File: src/design/rvalu_pkg.sv
// ----------------------------------------------------------------------------
// RV32I ALU core package
// Operation codes, status codes, field widths and the shared ALU function.
// ----------------------------------------------------------------------------
package rvalu_pkg;

    localparam int NUM_REGS  = 32;
    localparam int XLEN      = 32;
    localparam int REG_IDX_W = $clog2(NUM_REGS);
    localparam int MODE_W    = 5;
    localparam int STATUS_W  = 3;
    localparam int SHAMT_W   = 5;

    // Input beat layout: mode, dest_reg, src1_reg, src2_reg, immediate.
    localparam int S_FIELDS_W = MODE_W + 3 * REG_IDX_W + XLEN;
    localparam int S_TDATA_W  = ((S_FIELDS_W + 7) / 8) * 8;
    // Result beat layout: status, write_enable, written_value.
    localparam int M_FIELDS_W = STATUS_W + 1 + XLEN;
    localparam int M_TDATA_W  = ((M_FIELDS_W + 7) / 8) * 8;

    localparam int M_WE_BIT = STATUS_W;
    localparam int M_VAL_LO = STATUS_W + 1;

    // I-type immediates lie in -2048..2047; biasing by 2048 maps them below 4096.
    localparam logic [XLEN-1:0] IMM_BIAS = XLEN'(2048);
    localparam int IMM_W = 12;

    typedef enum logic [MODE_W-1:0] {
        MODE_ADD   = 5'd0,
        MODE_SUB   = 5'd1,
        MODE_SLL   = 5'd2,
        MODE_SLT   = 5'd3,
        MODE_SLTU  = 5'd4,
        MODE_XOR   = 5'd5,
        MODE_SRL   = 5'd6,
        MODE_SRA   = 5'd7,
        MODE_OR    = 5'd8,
        MODE_AND   = 5'd9,
        MODE_ADDI  = 5'd10,
        MODE_SLTI  = 5'd11,
        MODE_SLTIU = 5'd12,
        MODE_XORI  = 5'd13,
        MODE_ORI   = 5'd14,
        MODE_ANDI  = 5'd15,
        MODE_SLLI  = 5'd16,
        MODE_SRLI  = 5'd17,
        MODE_SRAI  = 5'd18,
        MODE_LUI   = 5'd19,
        MODE_HALT  = 5'd20
    } mode_t;

    typedef enum logic [STATUS_W-1:0] {
        ST_OK      = 3'd0,
        ST_X0      = 3'd1,
        ST_IMM     = 3'd2,
        ST_BADOP   = 3'd3,
        ST_HALT    = 3'd4,
        ST_STOPPED = 3'd5
    } status_t;

    typedef struct packed {
        logic [MODE_W-1:0]    mode;
        logic [REG_IDX_W-1:0] rd;
        logic [XLEN-1:0]      a;
        logic [XLEN-1:0]      b;
        logic [XLEN-1:0]      imm;
        logic                 stopped;
    } exec_req_t;

    typedef struct packed {
        status_t          status;
        logic             wr_en;
        logic [XLEN-1:0]  value;
        logic             stop;
    } exec_res_t;

    // Register-register operation selected by an R-type code.
    function automatic logic [XLEN-1:0] alu(input mode_t op,
                                            input logic [XLEN-1:0] a,
                                            input logic [XLEN-1:0] b);
        logic [SHAMT_W-1:0] sh;
        begin
            sh = b[SHAMT_W-1:0];
            case (op)
                MODE_ADD:  alu = a + b;
                MODE_SUB:  alu = a - b;
                MODE_SLL:  alu = a << sh;
                MODE_SLT:  alu = XLEN'($signed(a) < $signed(b));
                MODE_SLTU: alu = XLEN'(a < b);
                MODE_XOR:  alu = a ^ b;
                MODE_SRL:  alu = a >> sh;
                MODE_SRA:  alu = $unsigned($signed(a) >>> sh);
                MODE_OR:   alu = a | b;
                default:   alu = a & b;
            endcase
        end
    endfunction

endpackage

File: src/design/rv32i_alu_register_file_core.sv
// ----------------------------------------------------------------------------
// RV32I integer ALU core with register file
// Executes one decoded RV32I ALU instruction per beat against 32 registers.
// ----------------------------------------------------------------------------
//
// Channel   Direction  Handshake          Payload
// s_*       in         s_tvalid/s_tready  mode, dest_reg, src1_reg, src2_reg, immediate
// m_*       out        m_tvalid/m_tready  status, write_enable, written_value
//
// A beat is registered in the operand stage, where the register file read
// data arrive, and is then executed into the result register, from which its
// result is offered. The operand stage moves whenever the result register is
// empty or drained, so one beat per cycle goes through while the output is not
// stalled; with the output stalled, the input is held off once both are full.
// Reset clears the stop flag and the register valid bits, so registers read zero.
//
module rv32i_alu_register_file_core (
    input  logic                            aclk,
    input  logic                            aresetn,
    input  logic                            s_tvalid,
    output logic                            s_tready,
    // [4:0] mode, [9:5] dest_reg, [14:10] src1_reg, [19:15] src2_reg,
    // [51:20] immediate, [55:52] zero
    input  logic [rvalu_pkg::S_TDATA_W-1:0] s_tdata,
    output logic                            m_tvalid,
    input  logic                            m_tready,
    // [2:0] status, [3] write_enable, [35:4] written_value, [39:36] zero
    output logic [rvalu_pkg::M_TDATA_W-1:0] m_tdata
);
    import rvalu_pkg::*;

    localparam int RD_LO   = MODE_W;
    localparam int RS1_LO  = RD_LO + REG_IDX_W;
    localparam int RS2_LO  = RS1_LO + REG_IDX_W;
    localparam int IMM_LO  = RS2_LO + REG_IDX_W;

    // Input side decode of the beat.
    logic                 s_accept;
    logic [REG_IDX_W-1:0] s_rs1;
    logic [REG_IDX_W-1:0] s_rs2;

    // Operand stage.
    logic                 op_valid_reg;
    logic                 op_valid_next;
    logic [MODE_W-1:0]    op_mode_reg;
    logic [REG_IDX_W-1:0] op_rd_reg;
    logic [REG_IDX_W-1:0] op_rs1_reg;
    logic [REG_IDX_W-1:0] op_rs2_reg;
    logic [XLEN-1:0]      op_imm_reg;
    logic                 op_v1_reg;
    logic                 op_v2_reg;
    logic                 op_fire;

    // Register file: data in RAM, a valid bit per register in flops.
    logic [NUM_REGS-1:0]  reg_valid_reg;
    logic [NUM_REGS-1:0]  reg_valid_next;
    logic [XLEN-1:0]      ram_rd1;
    logic [XLEN-1:0]      ram_rd2;

    // Most recent write-back, kept to cover a read issued in the same cycle.
    logic                 lw_en_reg;
    logic [REG_IDX_W-1:0] lw_addr_reg;
    logic [XLEN-1:0]      lw_data_reg;

    logic                 stopped_reg;
    logic                 stopped_next;

    // Result register.
    logic                 m_valid_reg;
    logic                 m_valid_next;
    logic [M_TDATA_W-1:0] m_data_reg;

    exec_req_t            req;
    exec_res_t            res;
    logic [XLEN-1:0]      opnd_a;
    logic [XLEN-1:0]      opnd_b;

    assign s_rs1    = s_tdata[RS1_LO +: REG_IDX_W];
    assign s_rs2    = s_tdata[RS2_LO +: REG_IDX_W];
    assign op_fire  = op_valid_reg && (!m_valid_reg || m_tready);
    assign s_tready = !op_valid_reg || op_fire;
    assign s_accept = s_tvalid && s_tready;

    rvalu_ram #(
        .WIDTH (XLEN),
        .DEPTH (NUM_REGS)
    ) u_regs (
        .aclk     (aclk),
        .wr_en    (op_fire && res.wr_en),
        .wr_addr  (op_rd_reg),
        .wr_data  (res.value),
        .rd0_en   (s_accept),
        .rd0_addr (s_rs1),
        .rd0_data (ram_rd1),
        .rd1_en   (s_accept),
        .rd1_addr (s_rs2),
        .rd1_data (ram_rd2)
    );

    // Operand select: x0 is zero, then the latest write, then the RAM word
    // if that register was ever written since reset.
    always_comb begin
        if (op_rs1_reg == '0) begin
            opnd_a = '0;
        end else if (lw_en_reg && (lw_addr_reg == op_rs1_reg)) begin
            opnd_a = lw_data_reg;
        end else begin
            opnd_a = op_v1_reg ? ram_rd1 : '0;
        end
        if (op_rs2_reg == '0) begin
            opnd_b = '0;
        end else if (lw_en_reg && (lw_addr_reg == op_rs2_reg)) begin
            opnd_b = lw_data_reg;
        end else begin
            opnd_b = op_v2_reg ? ram_rd2 : '0;
        end
    end

    always_comb begin
        req.mode    = op_mode_reg;
        req.rd      = op_rd_reg;
        req.a       = opnd_a;
        req.b       = opnd_b;
        req.imm     = op_imm_reg;
        req.stopped = stopped_reg;
    end

    rvalu_exec u_exec (
        .req (req),
        .res (res)
    );

    always_comb begin
        op_valid_next  = op_valid_reg;
        m_valid_next   = m_valid_reg;
        stopped_next   = stopped_reg;
        reg_valid_next = reg_valid_reg;
        if (op_fire) begin
            op_valid_next = 1'b0;
            m_valid_next  = 1'b1;
            stopped_next  = stopped_reg || res.stop;
            if (res.wr_en) begin
                reg_valid_next[op_rd_reg] = 1'b1;
            end
        end else if (m_tready) begin
            m_valid_next = 1'b0;
        end
        if (s_accept) begin
            op_valid_next = 1'b1;
        end
    end

    always_ff @(posedge aclk) begin
        if (!aresetn) begin
            op_valid_reg  <= 1'b0;
            m_valid_reg   <= 1'b0;
            stopped_reg   <= 1'b0;
            reg_valid_reg <= '0;
            lw_en_reg     <= 1'b0;
        end else begin
            op_valid_reg  <= op_valid_next;
            m_valid_reg   <= m_valid_next;
            stopped_reg   <= stopped_next;
            reg_valid_reg <= reg_valid_next;
            if (op_fire) begin
                lw_en_reg <= res.wr_en;
            end
        end
    end

    always_ff @(posedge aclk) begin
        if (s_accept) begin
            op_mode_reg <= s_tdata[MODE_W-1:0];
            op_rd_reg   <= s_tdata[RD_LO +: REG_IDX_W];
            op_rs1_reg  <= s_rs1;
            op_rs2_reg  <= s_rs2;
            op_imm_reg  <= s_tdata[IMM_LO +: XLEN];
            op_v1_reg   <= reg_valid_reg[s_rs1];
            op_v2_reg   <= reg_valid_reg[s_rs2];
        end
        if (op_fire) begin
            lw_addr_reg <= op_rd_reg;
            lw_data_reg <= res.value;
            m_data_reg  <= M_TDATA_W'({res.value, res.wr_en, res.status});
        end
    end

    assign m_tvalid = m_valid_reg;
    assign m_tdata  = m_data_reg;

endmodule

File: src/design/rvalu_ram.sv
// ----------------------------------------------------------------------------
// Generic RAM
// One write port and two read ports with enables and registered read data.
// ----------------------------------------------------------------------------
module rvalu_ram #(
    parameter int WIDTH = 32,
    parameter int DEPTH = 32
) (
    input  logic                     aclk,
    input  logic                     wr_en,
    input  logic [$clog2(DEPTH)-1:0] wr_addr,
    input  logic [WIDTH-1:0]         wr_data,
    input  logic                     rd0_en,
    input  logic [$clog2(DEPTH)-1:0] rd0_addr,
    output logic [WIDTH-1:0]         rd0_data,
    input  logic                     rd1_en,
    input  logic [$clog2(DEPTH)-1:0] rd1_addr,
    output logic [WIDTH-1:0]         rd1_data
);

    logic [WIDTH-1:0] mem_reg [DEPTH];
    logic [WIDTH-1:0] rd0_data_reg;
    logic [WIDTH-1:0] rd1_data_reg;

    always_ff @(posedge aclk) begin
        if (wr_en) begin
            mem_reg[wr_addr] <= wr_data;
        end
        if (rd0_en) begin
            rd0_data_reg <= mem_reg[rd0_addr];
        end
        if (rd1_en) begin
            rd1_data_reg <= mem_reg[rd1_addr];
        end
    end

    assign rd0_data = rd0_data_reg;
    assign rd1_data = rd1_data_reg;

endmodule

File: src/design/rvalu_exec.sv
// ----------------------------------------------------------------------------
// RV32I execute logic
// Checks one decoded instruction and computes its status and write-back value.
// ----------------------------------------------------------------------------
module rvalu_exec (
    input  rvalu_pkg::exec_req_t req,
    output rvalu_pkg::exec_res_t res
);
    import rvalu_pkg::*;

    logic            is_reg;
    logic            is_imm;
    logic            is_shift;
    logic            imm_ok;
    logic            shamt_ok;
    logic [XLEN-1:0] biased;
    logic [XLEN-1:0] alu_b;
    logic [XLEN-1:0] result;
    mode_t           op;

    always_comb begin
        is_reg   = req.mode inside {[MODE_ADD:MODE_AND]};
        is_imm   = req.mode inside {[MODE_ADDI:MODE_ANDI]};
        is_shift = req.mode inside {[MODE_SLLI:MODE_SRAI]};
        biased   = req.imm + IMM_BIAS;
        imm_ok   = (biased[XLEN-1:IMM_W] == '0);
        shamt_ok = (req.imm[XLEN-1:SHAMT_W] == '0);
        alu_b    = is_reg ? req.b : req.imm;

        // Immediate forms reuse the register-register datapath.
        case (req.mode)
            MODE_ADDI:  op = MODE_ADD;
            MODE_SLTI:  op = MODE_SLT;
            MODE_SLTIU: op = MODE_SLTU;
            MODE_XORI:  op = MODE_XOR;
            MODE_ORI:   op = MODE_OR;
            MODE_ANDI:  op = MODE_AND;
            MODE_SLLI:  op = MODE_SLL;
            MODE_SRLI:  op = MODE_SRL;
            MODE_SRAI:  op = MODE_SRA;
            default:    op = mode_t'(req.mode);
        endcase

        if (req.mode == MODE_LUI) begin
            result = {req.imm[XLEN-1-IMM_W:0], {IMM_W{1'b0}}};
        end else begin
            result = alu(op, req.a, alu_b);
        end
    end

    always_comb begin
        res.status = ST_OK;
        res.wr_en  = 1'b0;
        res.value  = '0;
        res.stop   = 1'b0;
        if (req.stopped) begin
            res.status = ST_STOPPED;
        end else if (req.mode > MODE_HALT) begin
            res.status = ST_BADOP;
            res.stop   = 1'b1;
        end else if (req.mode == MODE_HALT) begin
            res.status = ST_HALT;
            res.stop   = 1'b1;
        end else if ((is_imm && !imm_ok) || (is_shift && !shamt_ok)) begin
            res.status = ST_IMM;
            res.stop   = 1'b1;
        end else if (req.rd == '0) begin
            res.status = ST_X0;
            res.stop   = 1'b1;
        end else begin
            res.wr_en = 1'b1;
            res.value = result;
        end
    end

endmodule

File: config.mk
export PLATFORM = sky130hd
export DESIGN_NAME = rv32i_alu_register_file_core
export DESIGN_NICKNAME = d
export VERILOG_FILES = /design/src/design/rvalu_pkg.sv /design/src/design/rv32i_alu_register_file_core.sv /design/src/design/rvalu_ram.sv /design/src/design/rvalu_exec.sv
export SDC_FILE = /design/constraint.sdc
export NUM_CORES = 2
export LEC_CHECK = 0
export BUFFER_PORTS_ARGS = -buffer_cell sky130_fd_sc_hd__buf_4
export CAP_MARGIN = 20
export CELL_PAD_IN_SITES_DETAIL_PLACEMENT = 0
export CELL_PAD_IN_SITES_GLOBAL_PLACEMENT = 1
export CORE_MARGIN = 10
export CORE_UTILIZATION = 53
export CTS_BUF_LIST = sky130_fd_sc_hd__clkbuf_16
export DETAILED_ROUTE_END_ITERATION = 8
export MAX_ROUTING_LAYER = met4
export PLACE_DENSITY = 0.84
export SYNTH_ARGS = -nofsm -noshare
export SYNTH_HDL_FRONTEND = slang
export SYNTH_HIERARCHICAL = 1
export SYNTH_SLANG_ARGS = --single-unit
File: constraint.sdc
create_clock -name aclk -period 7.89 [get_ports aclk]
set_clock_uncertainty 0.15 [all_clocks]
set_input_delay 1.1835 -clock aclk [delete_from_list [all_inputs] [get_ports aclk]]
set_output_delay 1.1835 -clock aclk [all_outputs]
set_load 0.1 [all_outputs]
After elaboration in Yosys (flattened, before gate mapping):

Memory sizes are Yosys's and may differ from the RTL's. A register that Yosys moved wholly into a read port is not among the register bits.
Index checks and enable logic that the tools add are counted.

* muxes and demuxes: 35
* bitwise gates (word level): 4
* reduce and logical (&&, ||, !) cells: 29
* equality and inequality tests: 21
* shift operators: 3
* order comparisons: 13
* add/subtract/negate cells: 3

Operators by type and width (count)
* 32-bit case mux with 9 select lines: 1
* 32-bit two-way mux: 8
* 33-bit two-way mux: 4
* 32-bit < comparator: 2
* 32-bit OR: 2
* 5-bit case mux with 9 select lines: 1
* 5-bit by 4-bit == test with 1-bit output, second input constant: 7
* 34-bit two-way mux: 1
* 32-bit by 12-bit adder with 32-bit output, second input constant: 1
* 32-bit adder: 1
* 32-bit bitwise AND: 1
* 32-bit by 5-bit << shifter with 32-bit output: 1
* 32-bit by 5-bit right shift with 32-bit output: 1
* 32-bit by 5-bit >>> shifter with 32-bit output: 1
* 32-bit subtractor: 1
* 32-bit bitwise XOR: 1
* 27-bit zero test: 1
* 5-bit == test, second input constant: 5
* 5-bit by 3-bit == test with 1-bit output, second input constant: 4
* 20-bit zero test: 1
* 5-bit zero test: 4
* 5-bit by 6-bit < comparator with 1-bit output, second input constant: 3
* 1-bit two-way mux: 14
* 1-bit logical AND: 11
* other kinds (17): 31

* bits in registers: 163
* logic and storage cells: 126
* output and inout port bits: 42
* bits of input ports: 60
* RAM bits: 1024
* memories kept: 1

Memory list
* u_regs.mem_reg: words 32, width 32, rd ports 2, clocked after Yosys merged registers in 2, wr ports 1, line rvalu_ram.sv:21 `logic [WIDTH-1:0] mem_reg [DEPTH];`

Longest topological paths before layout:

* depth in word-level cells: 16
* mapped depth: 26
* mapped depth without buffers: 20

Modules after synthesis:

The synthesis kept the hierarchy.

Modules (own cells, without submodules)
* rvalu_ram: instances 1, sequential area each 32671.3 µm², cells an instance 3450, area an instance 50711.1 µm²
* rvalu_exec: instances 1, sequential area each 0.0 µm², cells an instance 1681, area an instance 10597.7 µm²
* rv32i_alu_register_file_core: instances 1, sequential area each 3573.4 µm², cells an instance 554, area an instance 6120.9 µm²

Worst setup path before layout:

OpenSTA, ideal clock, no wires.

* path type: register to register
* from: register lw_addr_reg[2]
* to: register lw_data_reg[14], data pin
* cell stages (with the launch flop): 26
* clock period less this slack: 6855 ps
* buffers on the path: 7
* data required time: 7190 ps
* arrival: 6155 ps
* setup time: 550 ps
* slack: 1035 ps
* cell sequence: edfxtp_1 -> xor2_1 -> nor4_2 -> and3_1 -> buf_4 -> buf_6 -> nand2_1 -> a21oi_1 -> nand2b_1 -> o211a_1 -> buf_4 -> inv_2 -> buf_2 -> buf_2 -> buf_2 -> buf_2 -> ha_1 -> inv_1 -> a222oi_1 -> o311a_1 -> o31ai_2 -> nor2_1 -> nor3_1 -> xnor2_1 -> o2111a_1 -> nor4_1

RTL lines
* start: declaration: line rv32i_alu_register_file_core.sv:62 `logic [REG_IDX_W-1:0] lw_addr_reg;`
* start signal: assignment: line rv32i_alu_register_file_core.sv:182 `lw_addr_reg <= op_rd_reg;`
* end signal: assignment: line rv32i_alu_register_file_core.sv:183 `lw_data_reg <= res.value;`
* end: declaration: line rv32i_alu_register_file_core.sv:63 `logic [XLEN-1:0] lw_data_reg;`

==> results.sh <==
export IMPL_dp_final_hpwl_um=148000
export IMPL_yosys_cell_types_count=93
export IMPL_synth_ff_latch_count=1219
export IMPL_r2r_start="op_rs2_reg[2]"
export IMPL_fmax_mhz=145
export IMPL_synth_avg_cell_area_um2=11.9
export IMPL_finalHoldWorstSlack_ns=0.342
export IMPL_worstHoldPathType="reg -> reg"
export IMPL_layout_nets=5824
export IMPL_rr_worst_depth=22
export IMPL_crit_path_start="op_rs2_reg[2]"
export IMPL_fp_coreArea_um2=126000
export IMPL_route_vias_total=50900
export IMPL_timing_rr_end="u_regs/mem_reg[25][25]"
export IMPL_grt_pass1_vias=49000
export IMPL_worstSetupPathType="reg -> reg"
export IMPL_report_final_hold_viol_count=0
export IMPL_fin_setup_tns_ns=0
export IMPL_grt_antenna_before_repair=14
export IMPL_critical_path_top_cell_by_count="buf_4"
export IMPL_clock_tree_from_tritoncts="built"
export IMPL_synth_flop_cell="edfxtp_1"
export IMPL_floorplan_rows=130
export IMPL_area_growth_synth_to_final_pct=10.2
export IMPL_powerDensity_nw_per_um2=212
export IMPL_cts_sinks=1219
export IMPL_critical_path_startpoint_type="flip-flop"
export IMPL_max_cap_viol_count=0
export IMPL_critical_path_max_fanout=34
export IMPL_outcome="finished, final reports clean"
export IMPL_ir_worst_vdd_mv=0.183
export IMPL_ctsRootBufferMaster="clkbuf_16"
export IMPL_synth_edf_count=1183
export IMPL_kind_of_capture_point_of_the_worst_setup_path="flip-flop"
export IMPL_worst_path_stages=22
export IMPL_grt_start_max_net_pins=130
export IMPL_routabilityCongestion=1.03
export IMPL_synthesis_area_um2=67400
export IMPL_die_area_um2=142000
export IMPL_wire_length_of_the_first_global_routing_pass_um=336000
export IMPL_place_port_buffers=93
export IMPL_cts_resized=0
export IMPL_post_drt_wl_per_cell_um=31.8
export IMPL_drtIter0Drc=6500
export IMPL_floorplan_initialDensity_pct=53.5
export IMPL_slew_headroom_pct=24.3
export IMPL_htree_num_levels=4
export IMPL_setup_viol_count_final=0
export IMPL_power_static_leakage_uw=0.0280
export IMPL_largest_reg_flops=1024
export IMPL_io_pin_count=102
export IMPL_detail_route_antenna_nets=0
export IMPL_rsz0062_at_grt="no"
export IMPL_critical_path_top_delay_family="compound AO/OA/AOI/OAI gates"
export IMPL_path_clk_slew_ns=0.06
export IMPL_fin_crit_sh_pct=87.4
export IMPL_holdCritStartpoint="reg_valid_reg[11]"
export IMPL_synth_warnings=6
export IMPL_cp_cell_sequence="xor2_1, nor4_2, and3_1, buf_4, nand2_1, a21oi_1, nor2b_1, a211oi_2, buf_4, inv_1, ha_1, a21oi_1, nand3_1, a31oi_1, o21ai_1, a311oi_1, buf_4, inv_1, a2111oi_0, o32ai_1, a221oi_4, buf_4"
export IMPL_synth_async_reset_ratio_pct=0
export IMPL_crit_path_max_incr_delay_ns=0.60
export IMPL_routed_via_density=6.86
export IMPL_cpMaxStageDelayCell="a31oi_1"
export IMPL_die_w_um=377
export IMPL_holdBufCountCts=0
export IMPL_final_min_clock_period_ns=6.90
export IMPL_fp_dieH_um=377
export IMPL_worst_path_arrival_ns=7.26
export IMPL_slew_violations=0
export IMPL_synth_sequential_area_ratio_pct=53.8
export IMPL_critical_path_endpoint="u_regs/mem_reg[25][25]"
export IMPL_insertion_delay_ns=0.77
export IMPL_drive_above_1_share_pct=10.9
export IMPL_timing_critical_path_buf_inv=6
export IMPL_total_global_routing_overflow=0
export IMPL_clock_path_buffers=3
export IMPL_cts_buffers=131
export IMPL_finalPower_uw=15700
export IMPL_setup_reg_to_reg_worst_slack_ns=0.99
export IMPL_drt_wl_total_um=236000
export IMPL_dp_cells=7185
export IMPL_postCtsSetupBuffers=0
export IMPL_cp_data_required_time_ns=8.25
export IMPL_layoutNonFillerInstCount=7421
export IMPL_grt_total_usage_pct=33.0
export IMPL_synthCells=5685
export IMPL_drt_pass1_iter_count=8
export IMPL_post_route_drc_count=0
export IMPL_worst_slew_pin_slew_ns=1.13
-- cell type report --
| type | count | area (µm²) |
|---|---|---|
| clock inverter | 95 | 748 |
| antenna | 3 | 7.51 |
| tap | 1650 | 2060 |
| inverter | 116 | 435 |
| sequential | 1219 | 36200 |
| clock buffer | 135 | 3380 |
| timing repair buffer | 273 | 2450 |
| fill | 10100 | 51700 |
| multi-input combinational | 3930 | 29000 |
-- layout by cell type (no fill, tap or decap), types with 12 or more instances in the layout --
master,instances
mux2i_1,1183
edfxtp_1,1183
nand2_1,433
a21oi_1,397
nand3_1,302
buf_4,239
nor2_1,211
a22oi_1,204
inv_1,143
clkbuf_16,136
a22o_1,129
o21ai_0,104
nor3_1,103
ha_1,92
a31oi_1,87
o21a_1,42
a211oi_1,39
nor2_4,36
dfxtp_1,36
a21oi_2,34
o211ai_1,34
mux2_2,29
buf_12,28
a21o_1,22
nor4_1,22
clkinv_1,21
o221ai_1,21
o22ai_1,20
and3_1,19
nand2b_1,18
xor2_1,17
or3_1,17
nor2b_1,16
xnor2_1,16
clkinv_2,16
nand3b_1,15
and2_1,14
o2111ai_1,12
-- Yosys cell counts, drive strengths merged, types with 29 or more instances --
library cell  number  area [µm²]
a211oi            46         350
a21oi            431        2270
a22o             129        1130
a22oi            204        1530
a31oi             91         569
buf              233        1640
clkbuf           190         728
dfxtp             36         721
edfxtp          1183       35500
ha                92        1150
inv              115         432
mux2              29         327
mux2i           1183       11800
nand2            436        1640
nand3            304        1520
nor2             251         945
nor3             104         526
o211ai            35         268
o21a              42         315
o21ai            114         578
-- cell families (layout without fill, tap and decap cells) --
group | after synthesis | in the layout | share of synthesized area [%]
AO/OA/AOI/OAI | 1306 | 1306 | 13.1
AND/OR/NAND/NOR | 1282 | 1282 | 8.74
flip-flops | 1219 | 1219 | 53.8
multiplexers | 1212 | 1212 | 18.0
buffers and inverters | 539 | 619 | 4.16
adder cells (fa/ha/maj) | 93 | 93 | 1.74
XOR/XNOR | 33 | 33 | 0.429
other | 1 | 7 | 0.00556
-- report_power, final --
group	switching [µW]	internal [µW]	total, µW
logic	1770	764	2540
registers	69.9	7240	7310
clock network	2570	3320	5890
-- worst min path at each step --
stage               depth (start not counted)  slack [ns]           endpoint
detailed placement                          1        0.33   reg_valid_reg[5]
floorplan                                   1        0.31   reg_valid_reg[4]
global placement                            1        0.32   reg_valid_reg[5]
global route                                1        0.36  reg_valid_reg[20]
CTS                                         1        0.34  reg_valid_reg[21]
finish                                      1        0.34  reg_valid_reg[11]
-- per-layer routing --
layer  vias up  global-route usage (%)  share of wire (%)
met5         -                       -                  0
met3       641                    5.46                9.8
met2      3060                    52.0                 47
li1      21900                       -                  -
met1     25300                    41.2                 38
met4         0                    16.7                5.7
-- worst reg2reg max path: stages (launching register included) --
cell and delay (ns):
edfxtp_1 0.41, xor2_1 0.19, nor4_2 0.40, and3_1 0.30, buf_4 0.37, nand2_1 0.10
a21oi_1 0.22, nor2b_1 0.31, a211oi_2 0.11, buf_4 0.23, inv_1 0.11, ha_1 0.30
a21oi_1 0.17, nand3_1 0.21, a31oi_1 0.60, o21ai_1 0.46, a311oi_1 0.39, buf_4 0.20
inv_1 0.09, a2111oi_0 0.42, o32ai_1 0.21, a221oi_4 0.27, buf_4 0.39
-- metrics by stage --
step | utilization (%) | area [µm²] | worst slack (ns)
CTS | 58.9 | 74300 | 1.14
global placement | 55.6 | 70100 | 1.19
global route | 59.0 | 74300 | 0.676
detailed placement | 55.6 | 70100 | 1.15
finish | 59.0 | 74300 | 0.990
floorplan | - | 67400 | 1.03
No activity file was read; power rests on OpenSTA's default activity.
